==> src/design/htki_pkg.sv <==
// Shared types and constants for the hashed tree key index.
// Used by every module of the block but htki_ram; no dependencies.
package htki_pkg;

    localparam int BUCKETS = 1024;
    localparam int NODES   = 1024;
    localparam int BKT_W   = $clog2(BUCKETS);
    localparam int NODE_W  = $clog2(NODES);
    localparam int PTR_W   = NODE_W + 1;
    localparam int CLR_LEN = (BUCKETS > NODES) ? BUCKETS : NODES;
    localparam int CLR_W   = $clog2(CLR_LEN);
    localparam int VAL_W   = 31 + 32 + 48;

    localparam logic [PTR_W-1:0] NULL_PTR = PTR_W'(NODES);

    localparam logic [1:0] MODE_SEARCH = 2'd0;
    localparam logic [1:0] MODE_INSERT = 2'd1;
    localparam logic [1:0] MODE_DELETE = 2'd2;

    localparam logic [1:0] ST_OK        = 2'd0;
    localparam logic [1:0] ST_NOT_FOUND = 2'd1;
    localparam logic [1:0] ST_DUPLICATE = 2'd2;
    localparam logic [1:0] ST_POOL_FULL = 2'd3;

    localparam logic [31:0] HASH_A_INIT = 32'd5381;

    typedef struct packed {
        logic [1:0]  mode;
        logic [7:0]  key_byte;
        logic        key_last;
        logic [30:0] value_length;
        logic [31:0] buffer_ref;
        logic [47:0] disk_position;
    } in_t;

    typedef struct packed {
        logic [1:0]         status;
        logic [9:0]         node_index;
        logic signed [31:0] found_length;
        logic [31:0]        found_buffer;
        logic [47:0]        found_position;
    } out_t;

    typedef struct packed {
        logic [31:0] a;
        logic [31:0] b;
        logic [31:0] c;
    } hash_t;

endpackage

==> src/design/htki_hash.sv <==
// Key hashes: times-33, ELF, alternating shift-xor; one byte a cycle on enable.
// Depends on htki_pkg.
module htki_hash (
    input  logic                  aclk,
    input  logic                  aresetn,
    input  logic                  en,
    input  logic                  last,
    input  logic [7:0]            key_byte,
    output htki_pkg::hash_t       hash_next
);
    import htki_pkg::*;

    hash_t hash_reg;
    logic  parity_reg;
    logic [31:0] byte_w, b_t, x;

    always_comb begin
        byte_w = {24'd0, key_byte};
        hash_next.a = (hash_reg.a << 5) + hash_reg.a + byte_w;
        b_t = (hash_reg.b << 4) + byte_w;
        x   = b_t & 32'hF000_0000;
        hash_next.b = (x != 32'd0) ? ((b_t ^ (x >> 24)) & ~x) : b_t;
        if (!parity_reg) begin
            hash_next.c = hash_reg.c ^ (hash_reg.c << 7) ^ byte_w ^ (hash_reg.c >> 3);
        end else begin
            hash_next.c = hash_reg.c ^ ~((hash_reg.c << 11) ^ byte_w ^ (hash_reg.c >> 5));
        end
    end

    always_ff @(posedge aclk) begin
        if (!aresetn) begin
            hash_reg   <= '{a: HASH_A_INIT, b: 32'd0, c: 32'd0};
            parity_reg <= 1'b0;
        end else if (en) begin
            if (last) begin
                hash_reg   <= '{a: HASH_A_INIT, b: 32'd0, c: 32'd0};
                parity_reg <= 1'b0;
            end else begin
                hash_reg   <= hash_next;
                parity_reg <= ~parity_reg;
            end
        end
    end
endmodule

==> config.mk <==
export PLATFORM = sky130hd
export DESIGN_NAME = htki_hash
export DESIGN_NICKNAME = d
export VERILOG_FILES = /design/src/design/htki_pkg.sv /design/src/design/htki_hash.sv
export SDC_FILE = /design/constraint.sdc
export NUM_CORES = 1
export LEC_CHECK = 0
export ABC_AREA = 1
export ABC_CLOCK_PERIOD_IN_PS = 3400
export BUFFER_PORTS_ARGS = -buffer_cell sky130_fd_sc_hd__buf_4
export CAP_MARGIN = 5
export CORE_UTILIZATION = 40
export DETAILED_ROUTE_END_ITERATION = 10
export PLACE_DENSITY_LB_ADDON = 0.3
export SLEW_MARGIN = 20
export SYNTH_ARGS = -nofsm -noshare
export SYNTH_HDL_FRONTEND = slang
export SYNTH_SLANG_ARGS = --single-unit
==> constraint.sdc <==
create_clock -name aclk -period 3.4 [get_ports aclk]
set_clock_uncertainty 0.2 [all_clocks]
set_input_delay 0.85 -clock aclk [delete_from_list [all_inputs] [get_ports aclk]]
set_output_delay 0.85 -clock aclk [all_outputs]
set_load 0.005 [all_outputs]
; After elaboration in Yosys (flattened, before gate mapping)
; Index checks and enable logic that the tools add are counted.
[classes]
eq_ne = 0
mul = 0
reduce_logical = 1
n_mux = 4
shift = 0
div = 0
bitwise = 11
add_sub_neg = 3
n_lt_le_gt_ge = 0
[ops]
columns = cell, count
row1 = 96-bit 2-to-1 mux, 1
row2 = 32-bit by 8-bit XOR with 32-bit output, 3
row3 = 32-bit by 8-bit adder with 32-bit output, 2
row4 = 32-bit 2-to-1 mux, 2
row5 = 32-bit NOT, 2
row6 = 32-bit XOR, 2
row7 = 32-bit adder, 1
row8 = 32-bit bitwise AND, 1
row9 = 32-bit nonzero test, 1
row10 = 32-bit by 27-bit XOR with 32-bit output, 1
row11 = 32-bit by 29-bit XOR with 32-bit output, 1
row12 = 1-bit 2-to-1 mux, 1
row13 = 1-bit NOT, 1
[word_totals]
n_memories = 0
word_cells = 23
latch_bits = 0
reg_bits = 93
romBits = 0
ramBits = 0
out_inout_bits = 96

; Logic depth before layout (Yosys ltp)
; Gate-level depths: netlist of run 1.
[logic_depth]
ltp_word = 6
ltp_mapped = 15

; Worst setup path after synthesis of run 1
; OpenSTA, ideal clock, no wires.
[synth_path]
kind = input -> output
startpoint = in key_byte[5]
endpoint = out hash_next[87] (netlist bit)
arrival_time_ns = 2.600
cell_stages = 14
path_slack_ns = -0.250
cell_sequence = inv_1 > fa_1 > inv_1 > ha_1 > nand2_2 > nor2_1 > nand2_1 > nand3_2 > nand2_1 > nand2_2 > nand2_1 > nand2_1 > nand2_1 > and2_1
[synth_rtl]
columns = item, line_no
row1 = "start, declared", htki_hash.sv:8  ; input logic [7:0] key_byte,
row2 = "end, declared", htki_hash.sv:9  ; output htki_pkg::hash_t hash_next

==> impl_metrics.env, run 1 <==
export IMPL_cp_max_fo=4
export IMPL_worstPathRequired_ns=2.35
export IMPL_grt_overflow=0
export IMPL_fin_cells=1850
export IMPL_fin_ws_ns=-0.484
export IMPL_p_leak_nw=6.02
export IMPL_routedWlPerCell_um=14.9
export IMPL_final_common_cell="nand2_1"
export IMPL_arrival_ns=2.83
export IMPL_final_util_pct=57.0
export IMPL_hp_start="hash_reg[91]$_SDFFE_PN0P_"
export IMPL_clock_path_buffers=2
export IMPL_reg2reg_depth=25
export IMPL_fin_crit_ns=3.88
export IMPL_min_period_over_period_pct=114
export IMPL_grt_pass1_wl_um=43100
export IMPL_core_mm2=0.0210
export IMPL_first_pass_iters=4
export IMPL_post_route_drc_count=0
export IMPL_synth_flop_cell="dfxtp_1"
export IMPL_fin_tns_setup_ns=-12.18
export IMPL_antenna_found_initial=0
export IMPL_die_h_um=148
export IMPL_nets=1649
export IMPL_ant_nets=0
export IMPL_synth_compound_area_share_pct=9.72
export IMPL_power_density_mw_per_mm2=333
export IMPL_avgSynthCellArea_um2=6.17
export IMPL_drive_above_1_share_pct=31.4
export IMPL_htreeDepth=3
export IMPL_hold_depth=2
export IMPL_io_pins=108
export IMPL_multi_input_area_mm2=0.00674
export IMPL_synth_xor_area_share_pct=10.6
export IMPL_synthSimpleGateAreaFrac_pct=35.9
export IMPL_tritoncts="yes"
export IMPL_yosysSeqAreaShare_pct=21.7
export IMPL_regArea_mm2=0.00186
export IMPL_power_mw=3.99
export IMPL_fillCellCount=1964
export IMPL_synthToLayoutAreaGrowth_pct=39.9
export IMPL_dp_hpwl_um=19900
export IMPL_relSlewSlack_pct=46.6
export IMPL_synth_fa_ha_area_share_pct=10.2
export IMPL_dp_cells=1793
export IMPL_syn_inst=1389
export IMPL_largest_register_ffs=92
export IMPL_ys_types=41
export IMPL_first_global_vias=8682
export IMPL_syn_area_mm2=0.00857
export IMPL_synth_async_reset_ratio_pct=0
export IMPL_path_clk_slew_ns=0.07
export IMPL_worstPathCellList="buf_12, inv_12, fa_1, inv_2, ha_4, nand2_4, nor2_4, nand2_2, nand3_4, buf_6, nand2_4, nand2_4, nand2_4, nand2_2, nand2_2, and2_4, buf_6"
export IMPL_dr_total_vias=9201
export IMPL_die_area_mm2=0.0220
export IMPL_viasPerCell=4.97
export IMPL_hold_path_class="flip-flop to flip-flop"
export IMPL_synth_edff_count=0
export IMPL_start_util_pct=40.8
export IMPL_reg2reg_to="hash_reg[94]$_SDFFE_PN0P_"
export IMPL_yosys_warnings=0
export IMPL_crit_type="primary input to primary output"
export IMPL_rsz0062_at_grt="true"
export IMPL_critPathSlowestCell="fa_1"
export IMPL_fmax_mhz=257
export IMPL_hold_path_end="hash_reg[91]$_SDFFE_PN0P_"
export IMPL_grt_usage_pct=24.8
export IMPL_clkLatencyLatePin_ns=0.37
export IMPL_grt_max_degree=89
export IMPL_cts_sinks=93
export IMPL_outcome="finished, violations left"
export IMPL_synth_area_mux_share_pct=0
export IMPL_io_buffer_count=103
export IMPL_violations="setup timing"
export IMPL_first_iter_violations=402
export IMPL_tightest_slew_ns=0.800
export IMPL_start_kind="primary input"
export IMPL_final_cell_mix="410 x nand2_1, 174 x buf_4, 162 x inv_1, 107 x a21oi_1, 91 x dfxtp_1"
export IMPL_diodes=0
export IMPL_cts_buffers=9
export IMPL_cpPeakStageDelay_ns=0.49
export IMPL_synth_top_family_by_area="simple AND/OR/NAND/NOR gates"
export IMPL_max_cap_violations=0
export IMPL_cp_end_kind="primary output"
export IMPL_r2r_slack_ns=-0.26
export IMPL_wirelength_um=27500
export IMPL_maxSlewViolCount=0
export IMPL_r2r_start="hash_reg[64]$_SDFFE_PN1P_"
export IMPL_setup_viol=42
export IMPL_rows=53
export IMPL_gp_congestion=0.949
export IMPL_final_hold_viol_count=0
export IMPL_ir_drop_mv=0.238
export IMPL_cts_root_buf="clkbuf_16"
export IMPL_die_w_um=148
export IMPL_synth_seq_cells=93
export IMPL_cpMostUsedCell="nand2_4"
==> routing by layer <==
layer / vias to the layer above / share of wire [%] / global-route usage, %
met5: - / 0 / 0
met4: 0 / 2.6 / 9.90
li1: 4655 / - / -
met1: 4248 / 43 / 30.5
met2: 248 / 49 / 44.0
met3: 50 / 4.9 / 2.91
==> what timing repair did <==
item	in CTS	in global routing
buffers inserted	30	16
gates resized for setup	151	131
pin swaps	48	64
endpoints found under the setup margin	53	52
hold buffers	0	0
==> cells by family after synthesis <==
| group | count (synthesis) |
|---|---|
| XOR/XNOR | 101 |
| AND/OR/NAND/NOR | 713 |
| other | 1 |
| AO/OA/AOI/OAI | 162 |
| adder cells (fa/ha/maj) | 67 |
| buffers and inverters | 252 |
| flip-flops | 93 |
==> cell type report <==
type	count	share of cell area (%)
clock inverters	4	0.449
repair buffers	232	16.8
well taps	275	2.87
flip-flops and latches	93	15.6
multi-input cells	1047	56.2
inverters	187	5.96
clock buffers	12	2.22
==> worst max-delay path, delay by kind of cell <==
| family | cells | cell delay, ns |
|---|---|---|
| adders and majority gates | 2 | 0.80 |
| buffers and inverters | 5 | 0.40 |
| and+or+nand+nor | 10 | 0.78 |
==> through the flow <==
step                      hold WS [ns]  instance area (um2)  setup slack [ns]
after floorplan                  0.249                 8710           -0.0821
after global routing             0.314                12000            -0.541
after global placement           0.256                10200            -0.510
after detailed placement         0.263                10200            -0.530
final                            0.270                12000            -0.484
after CTS                        0.273                11400            -0.456
==> how the worst max path moves through the flow <==
| stage | from | end | slack (ns) | depth (start not counted) |
|---|---|---|---|---|
| 4_1_cts | key_byte[5] | hash_next[92] | -0.46 | 16 |
| 3_5_place_dp | key_byte[5] | hash_next[92] | -0.53 | 16 |
| 3_3_place_gp | key_byte[5] | hash_next[90] | -0.51 | 16 |
| 6_report | key_byte[5] | hash_next[90] | -0.48 | 17 |
| 5_1_grt | key_byte[7] | hash_next[87] | -0.54 | 14 |
| 2_1_floorplan | key_byte[5] | hash_next[86] | -0.08 | 14 |
==> synth_stat cells (2+ instances only) <==
master      n  area, um2
buf_2      28        140
a21o_1      2       15.0
a21oi_1   112        561
o21ai_0    39        195
a21oi_2     2       17.5
inv_1     177        664
nor2_2      9       56.3
clkbuf_1   28        105
inv_2       9       33.8
xnor2_2     3       48.8
nand3_1    77        385
buf_4       8       60.1
and2_1     24        150
o21ai_1     2       10.0
nand2_1   479       1800
nor2_1     59        221
nor3_1      5       25.0
fa_1        5        100
dfxtp_1    93       1860
nand3b_1    4       30.0
nand4_1    15       93.8
nand2_2    12       75.1
xor2_1     72        631
o22ai_1     3       18.8
or2_2      15       93.8
nand3_2     4       40.0
ha_1       62        776
xnor2_1    26        228
and3_1      2       12.5
nor3b_2     2       25.0
==> power breakdown <==
group	switching, mW	internal (mW)
logic	0.846	0.791
registers	0.0824	1.13
clock network	0.504	0.635
(Power assumes the default switching activity.)
==> run 2, diff against run 1 <==
- ABC_AREA: 1 -> not set
==> run 2 against run 1 <==
The run still ends with setup timing left. Largest power group unchanged. Critical endpoint unchanged. Power is 1.2% lower. Sequential cell count stayed put. Utilization increased by 5.9 points.
==> impl_metrics.env, run 2 <==
export IMPL_syn_inst=829
export IMPL_whs_ns=0.298
export IMPL_grt_max_degree=58
export IMPL_tritoncts="yes"
export IMPL_critical_path_depth=11
export IMPL_core_mm2=0.0173
export IMPL_cp_max_fo=4
export IMPL_diodes=0
export IMPL_gp_congestion=0.866
export IMPL_fin_cells=1302
export IMPL_max_cap_violations=0
export IMPL_path_clk_slew_ns=0.07
export IMPL_p_leak_nw=4.85
export IMPL_cpPeakStageDelay_ns=0.52
export IMPL_worstPathCellList="buf_8, fa_1, ha_4, buf_6, nor3_2, o21a_2, o311ai_4, nand2_2, o31ai_2, xor2_1, buf_4"
export IMPL_synthToLayoutAreaGrowth_pct=53.6
export IMPL_power_mw=3.95
export IMPL_fmax_mhz=237
export IMPL_tightest_slew_ns=0.593
export IMPL_cts_root_buf="clkbuf_16"
export IMPL_rows=48
export IMPL_antenna_found_initial=0
export IMPL_synth_edff_count=0
export IMPL_cp_end_kind="primary output"
export IMPL_drive_above_1_share_pct=43.5
export IMPL_cts_buffers=9
export IMPL_outcome="finished, violations left"
export IMPL_htreeDepth=3
export IMPL_grt_pass1_wl_um=34600
export IMPL_wirelength_um=22100
export IMPL_setup_viol=51
export IMPL_first_pass_iters=5
export IMPL_fin_crit_ns=4.23
export IMPL_crit_type="primary input to primary output"
export IMPL_fin_tns_setup_ns=-22.32
export IMPL_p_switching_mw=1.34
export IMPL_synth_top_area_share_pct=26.3
export IMPL_fin_ws_ns=-0.827
export IMPL_yosysSeqAreaShare_pct=26.3
export IMPL_viasPerCell=5.32
export IMPL_dp_cells=1234
export IMPL_power_density_mw_per_mm2=362
export IMPL_maxSlewViolCount=0
export IMPL_synth_flop_cell="dfxtp_1"
export IMPL_routedWlPerCell_um=17.0
export IMPL_min_period_over_period_pct=124
export IMPL_io_pins=108
export IMPL_syn_area_mm2=0.00709
export IMPL_critPathTopFamily="compound AO/OA/AOI/OAI gates"
export IMPL_violations="setup timing"
export IMPL_ys_types=61
export IMPL_ir_drop_mv=0.263
export IMPL_start_kind="primary input"
export IMPL_pwr_share_clk_pct=25.0
export IMPL_share_seq_of_total_power_pct=30.4
export IMPL_relSlewSlack_pct=60.3
export IMPL_die_w_um=135
export IMPL_dpl_worst_slack_ns=-0.879
export IMPL_yosys_warnings=0
export IMPL_synth_area_leaders="dfxtp_1 26%, xnor2_1 12%, ha_1 11%, xor2_1 5.1%, a22o_1 4.9%"
export IMPL_nets=1152
export IMPL_die_h_um=135
export IMPL_clkLatencyLatePin_ns=0.35
export IMPL_post_route_drc_count=0
export IMPL_yosysTopAreaCell="dfxtp_1"
export IMPL_first_global_vias=6772
export IMPL_ant_nets=0
export IMPL_fillCellCount=1401
export IMPL_dr_total_vias=6925
export IMPL_synth_async_reset_ratio_pct=0
export IMPL_critPathSlowestCell="fa_1"
export IMPL_combPwrFrac_pct=44.6
export IMPL_netSwitchingFraction_pct=33.8
export IMPL_reg2reg_depth=13
export IMPL_start_util_pct=41.0
export IMPL_die_area_mm2=0.0183
export IMPL_hold_path_class="flip-flop to flip-flop"
export IMPL_largest_register_ffs=92
export IMPL_worstPathRequired_ns=2.35
export IMPL_hold_buffers=0
export IMPL_cts_sinks=93
export IMPL_final_cell_mix="263 x buf_4, 91 x dfxtp_1, 69 x xnor2_1, 48 x nor2b_1, 47 x ha_1"
export IMPL_hold_depth=1
export IMPL_first_iter_violations=443
export IMPL_yosysMostFrequentCell="xnor2_1"
export IMPL_dp_hpwl_um=15100
export IMPL_arrival_ns=3.18
export IMPL_final_common_cell="buf_4"
export IMPL_p_int_mw=2.61
export IMPL_final_hold_viol_count=0
export IMPL_rsz0062_at_grt="true"
export IMPL_io_buffer_count=103
export IMPL_avgSynthCellArea_um2=8.55
export IMPL_synth_common_cells="94 x xnor2_1, 93 x dfxtp_1, 62 x ha_1"
export IMPL_cp_num_buf_inv=3
export IMPL_synth_seq_cells=93
export IMPL_clock_path_buffers=2
export IMPL_grt_usage_pct=24.0
export IMPL_grt_overflow=0
## run 2: worst reg2reg max path: stages (launching register included)
cell and delay, ns:
dfxtp_1 0.34, buf_4 0.15, ha_1 0.32, ha_1 0.36
a21oi_1 0.33, o21ai_0 0.25, a32oi_4 0.29, o211ai_4 0.11
buf_12 0.15, xor2_2 0.15, buf_4 0.13, buf_4 0.12
buf_4 0.12, a22o_1 0.18
## run 2: cell type report
| type | instances | area [um2] | share of cell area [%] |
|---|---|---|---|
| inverter | 20 | 87.6 | 0.804 |
| clock buffer | 10 | 239 | 2.19 |
| clock inverter | 5 | 36.3 | 0.333 |
| timing repair buffer | 303 | 2480 | 22.7 |
| tap | 225 | 282 | 2.59 |
| multi-input combinational | 646 | 5900 | 54.2 |
| sequential | 93 | 1860 | 17.1 |
## run 2: path summary, 6_finish.rpt
check,to,slack (ns),start
min,hash_reg[94]$_SDFFE_PN0P_,0.30,hash_reg[94]$_SDFFE_PN0P_
min reg2reg,hash_reg[94]$_SDFFE_PN0P_,0.30,hash_reg[94]$_SDFFE_PN0P_
max reg2reg,hash_reg[85]$_SDFFE_PN0P_,0.10,hash_reg[71]$_SDFFE_PN0P_
max,hash_next[90],-0.83,key_byte[6]
## run 2: per-stage QoR
| stage | util, % | cell area, um2 |
|---|---|---|
| global route | 63.0 | 10900 |
| global placement | 53.0 | 9160 |
| floorplan | - | 7290 |
| detailed placement | 53.0 | 9160 |
| finish | 63.0 | 10900 |
| CTS | 60.5 | 10500 |
## run 2: cells by family (layout without fill, tap and decap cells)
group	after synthesis	after routing	synth area share, %
flip-flops	93	93	26.3
multiplexers	4	4	0.635
adder cells (fa/ha/maj)	67	67	12.4
XOR/XNOR	138	138	17.4
AO/OA/AOI/OAI	227	227	23.2
buffers and inverters	93	338	5.38
AND/OR/NAND/NOR	206	206	14.7
other	1	4	0.0529
## run 2: per-layer routing
metal	vias to the layer above	part of all wire, %	global-route usage, %
li1	3383	-	-
met1	3370	44	30.3
met2	147	51	42.0
met3	25	3.5	4.30
met4	0	1.3	5.87
met5	-	0	0
## run 2: power by group through the flow
| stage | Clock (mW) | Combinational, mW | Sequential (mW) |
|---|---|---|---|
| 2_1_floorplan | 0 | 0.762 | 1.18 |
| 3_3_place_gp | 0 | 1.39 | 1.22 |
| 3_5_place_dp | 0 | 1.40 | 1.22 |
| 4_1_cts | 1.00 | 1.64 | 1.20 |
| 5_1_grt | 1.05 | 1.89 | 1.21 |
| 6_report | 0.985 | 1.76 | 1.20 |
## run 2: repair_timing
| item | 4_1_cts | 5_1_grt |
|---|---|---|
| pin swaps | 63 | 55 |
| endpoints found under the setup margin | 51 | 51 |
| endpoints found under the hold margin | 0 | 0 |
| setup buffers | 33 | 31 |
| resized for setup | 139 | 46 |
| cloned | 0 | 0 |
==> run 3, diff against run 2 <==
==> constraint.sdc (replaced) <==
create_clock -name aclk -period 3.4 [get_ports aclk]
set_clock_uncertainty 0.2 [all_clocks]
set_input_delay 0.68 -clock aclk [delete_from_list [all_inputs] [get_ports aclk]]
set_output_delay 0.68 -clock aclk [all_outputs]
set_load 0.005 [all_outputs]
==> run 3 against run 2 <==
The flow still finishes with violations (setup timing). Non-clock buffer count down 76. Clock power up 4%. Via count down 2.3%. Sequential share of layout area up 1.5 points. First-iteration DRC count up 36%. Utilization down 4.6 points. Hold slack worse by 0.0023 ns. Routed wire length down 0.61%. Sequential cell count unchanged. Power down 1.6%. Largest power group unchanged.
==> impl_metrics.env, run 3 (same netlist as run 2, synthesis figures left out) <==
export IMPL_outcome="finished, violations left"
export IMPL_violations="setup timing"
export IMPL_tritoncts="yes"
export IMPL_critPathTopFamily="compound AO/OA/AOI/OAI gates"
export IMPL_start_kind="primary input"
export IMPL_first_global_vias=6549
export IMPL_final_util_pct=58.3
export IMPL_die_w_um=135
export IMPL_rows=48
export IMPL_pwr_share_clk_pct=26.2
export IMPL_ant_nets=0
export IMPL_combPwrFrac_pct=43.0
export IMPL_largest_register_ffs=92
export IMPL_p_int_mw=2.51
export IMPL_hold_buffers=0
export IMPL_reg2reg_depth=12
export IMPL_power_density_mw_per_mm2=385
export IMPL_fin_cells=1227
export IMPL_clkLatencyLatePin_ns=0.37
export IMPL_power_mw=3.88
export IMPL_htreeDepth=3
export IMPL_setup_viol=25
export IMPL_maxSlewViolCount=0
export IMPL_reg2reg_to="hash_reg[95]$_SDFFE_PN0P_"
export IMPL_critPathSlowestCell="fa_2"
export IMPL_r2r_start="hash_reg[65]$_SDFFE_PN0P_"
export IMPL_r2r_slack_ns=0.12
export IMPL_dr_total_vias=6769
export IMPL_dpl_worst_slack_ns=-0.634
export IMPL_ir_drop_mv=0.265
export IMPL_cpPeakStageDelay_ns=0.44
export IMPL_crit_type="primary input to primary output"
export IMPL_share_seq_of_total_power_pct=30.8
export IMPL_tightest_slew_ns=0.579
export IMPL_drive_above_1_share_pct=38.6
export IMPL_start_util_pct=41.0
export IMPL_fmax_mhz=257
export IMPL_cts_buffers=9
export IMPL_synthToLayoutAreaGrowth_pct=42.3
export IMPL_cts_root_buf="clkbuf_16"
export IMPL_p_leak_nw=4.32
export IMPL_netSwitchingFraction_pct=35.4
export IMPL_diodes=0
export IMPL_fin_crit_ns=3.90
export IMPL_cpMostUsedCell="buf_4"
export IMPL_dpl_cell_area_mm2=0.00865
export IMPL_wirelength_um=22000
export IMPL_path_clk_slew_ns=0.07
export IMPL_io_buffer_count=103
export IMPL_first_iter_violations=604
export IMPL_clock_path_buffers=2
export IMPL_final_cell_mix="200 x buf_4, 85 x dfxtp_1, 74 x xnor2_1, 49 x nor2b_1"
export IMPL_viasPerCell=5.52
export IMPL_grt_max_degree=64
export IMPL_worstPathCellList="buf_8, fa_2, ha_4, a2111oi_4, nor4_4, buf_4, a32oi_4, o211ai_4, a31oi_4, xnor2_2, buf_4"
export IMPL_fin_ws_ns=-0.498
export IMPL_worstPathRequired_ns=2.52
export IMPL_final_common_cell="buf_4"
export IMPL_grt_pass1_wl_um=33800
export IMPL_cts_sinks=93
export IMPL_min_period_over_period_pct=115
export IMPL_cp_startpoint="key_byte[6]"
export IMPL_dp_cells=1181
export IMPL_routedWlPerCell_um=17.9
export IMPL_die_area_mm2=0.0183
export IMPL_arrival_ns=3.02
export IMPL_die_h_um=135
export IMPL_nets=1076
export IMPL_rsz0062_at_grt="true"
export IMPL_final_hold_viol_count=0
export IMPL_cp_max_fo=4
export IMPL_first_pass_iters=5
export IMPL_gp_congestion=0.864
export IMPL_post_route_drc_count=0
export IMPL_p_switching_mw=1.37
export IMPL_grt_usage_pct=23.6
export IMPL_relSlewSlack_pct=61.4
export IMPL_critical_path_depth=11
export IMPL_dp_hpwl_um=14600
export IMPL_cp_num_buf_inv=3
export IMPL_core_mm2=0.0173
export IMPL_hold_path_class="flip-flop to flip-flop"
export IMPL_antenna_found_initial=0
export IMPL_design_area_mm2=0.0101
export IMPL_cp_end_kind="primary output"
export IMPL_endpoint="hash_next[89]"
export IMPL_io_pins=108
export IMPL_grt_overflow=0
export IMPL_max_cap_violations=0
run 3: changes by cell type in the layout (fill, tap and decap cells not counted), moves of 4 or more:
cell	delta
buf_12	-5
dfxtp_1	-6
nor2_2	+4
dfxtp_2	+4
buf_4	-63
buf_6	-11
nor2_4	-4
xor2_1	+7
xnor2_1	+5
xor2_2	-8
run 3: final cells by class:
cell class                 count  area (um2)
clock inverter                 7        57.6
multi-input combinational    646        5740
clock buffer                   9         225
inverter                      20        77.6
sequential                    93        1880
fill                        1474        7210
timing repair buffer         227        1820
tap                          225         282
run 3: routing by layer:
metal  track usage (%)  routed length, um
met5                 0                  0
met4              9.24                765
met3              3.33               1140
met2              38.6              10600
met1              31.1               9490
run 3: power by group through the flow:
stage          logic [mW]  clock network, mW  registers, mW
2_1_floorplan       0.728                  0           1.18
5_1_grt              1.79               1.08           1.20
4_1_cts              1.47               1.03           1.20
3_3_place_gp         1.25                  0           1.22
6_report             1.67               1.02           1.20
3_5_place_dp         1.26                  0           1.22
run 3: timing repair:
| item | 4_1_cts | 5_1_grt |
|---|---|---|
| resized for setup | 91 | 93 |
| pin swaps | 45 | 45 |
| setup endpoints to repair | 41 | 46 |
| setup buffers | 20 | 17 |
run 3: stage by stage:
| step | hold slack, ns | setup TNS [ns] |
|---|---|---|
| finish | 0.296 | -8.68 |
| global route | 0.320 | -10.45 |
| floorplan | 0.254 | -0.744 |
| detailed placement | 0.272 | -12.86 |
| global placement | 0.268 | -12.18 |
| CTS | 0.292 | -8.42 |
run 3: worst min-delay path by stage:
| stage | startpoint | endpoint | slack, ns | depth (start not counted) |
|---|---|---|---|---|
| 2_1_floorplan | hash_reg[93]$_SDFFE_PN0P_ | hash_reg[93]$_SDFFE_PN0P_ | 0.25 | 1 |
| 3_3_place_gp | hash_reg[94]$_SDFFE_PN0P_ | hash_reg[94]$_SDFFE_PN0P_ | 0.27 | 1 |
| 3_5_place_dp | hash_reg[94]$_SDFFE_PN0P_ | hash_reg[94]$_SDFFE_PN0P_ | 0.27 | 1 |
| 4_1_cts | hash_reg[94]$_SDFFE_PN0P_ | hash_reg[94]$_SDFFE_PN0P_ | 0.29 | 1 |
| 5_1_grt | hash_reg[92]$_SDFFE_PN0P_ | hash_reg[92]$_SDFFE_PN0P_ | 0.32 | 1 |
| 6_report | hash_reg[94]$_SDFFE_PN0P_ | hash_reg[94]$_SDFFE_PN0P_ | 0.30 | 1 |
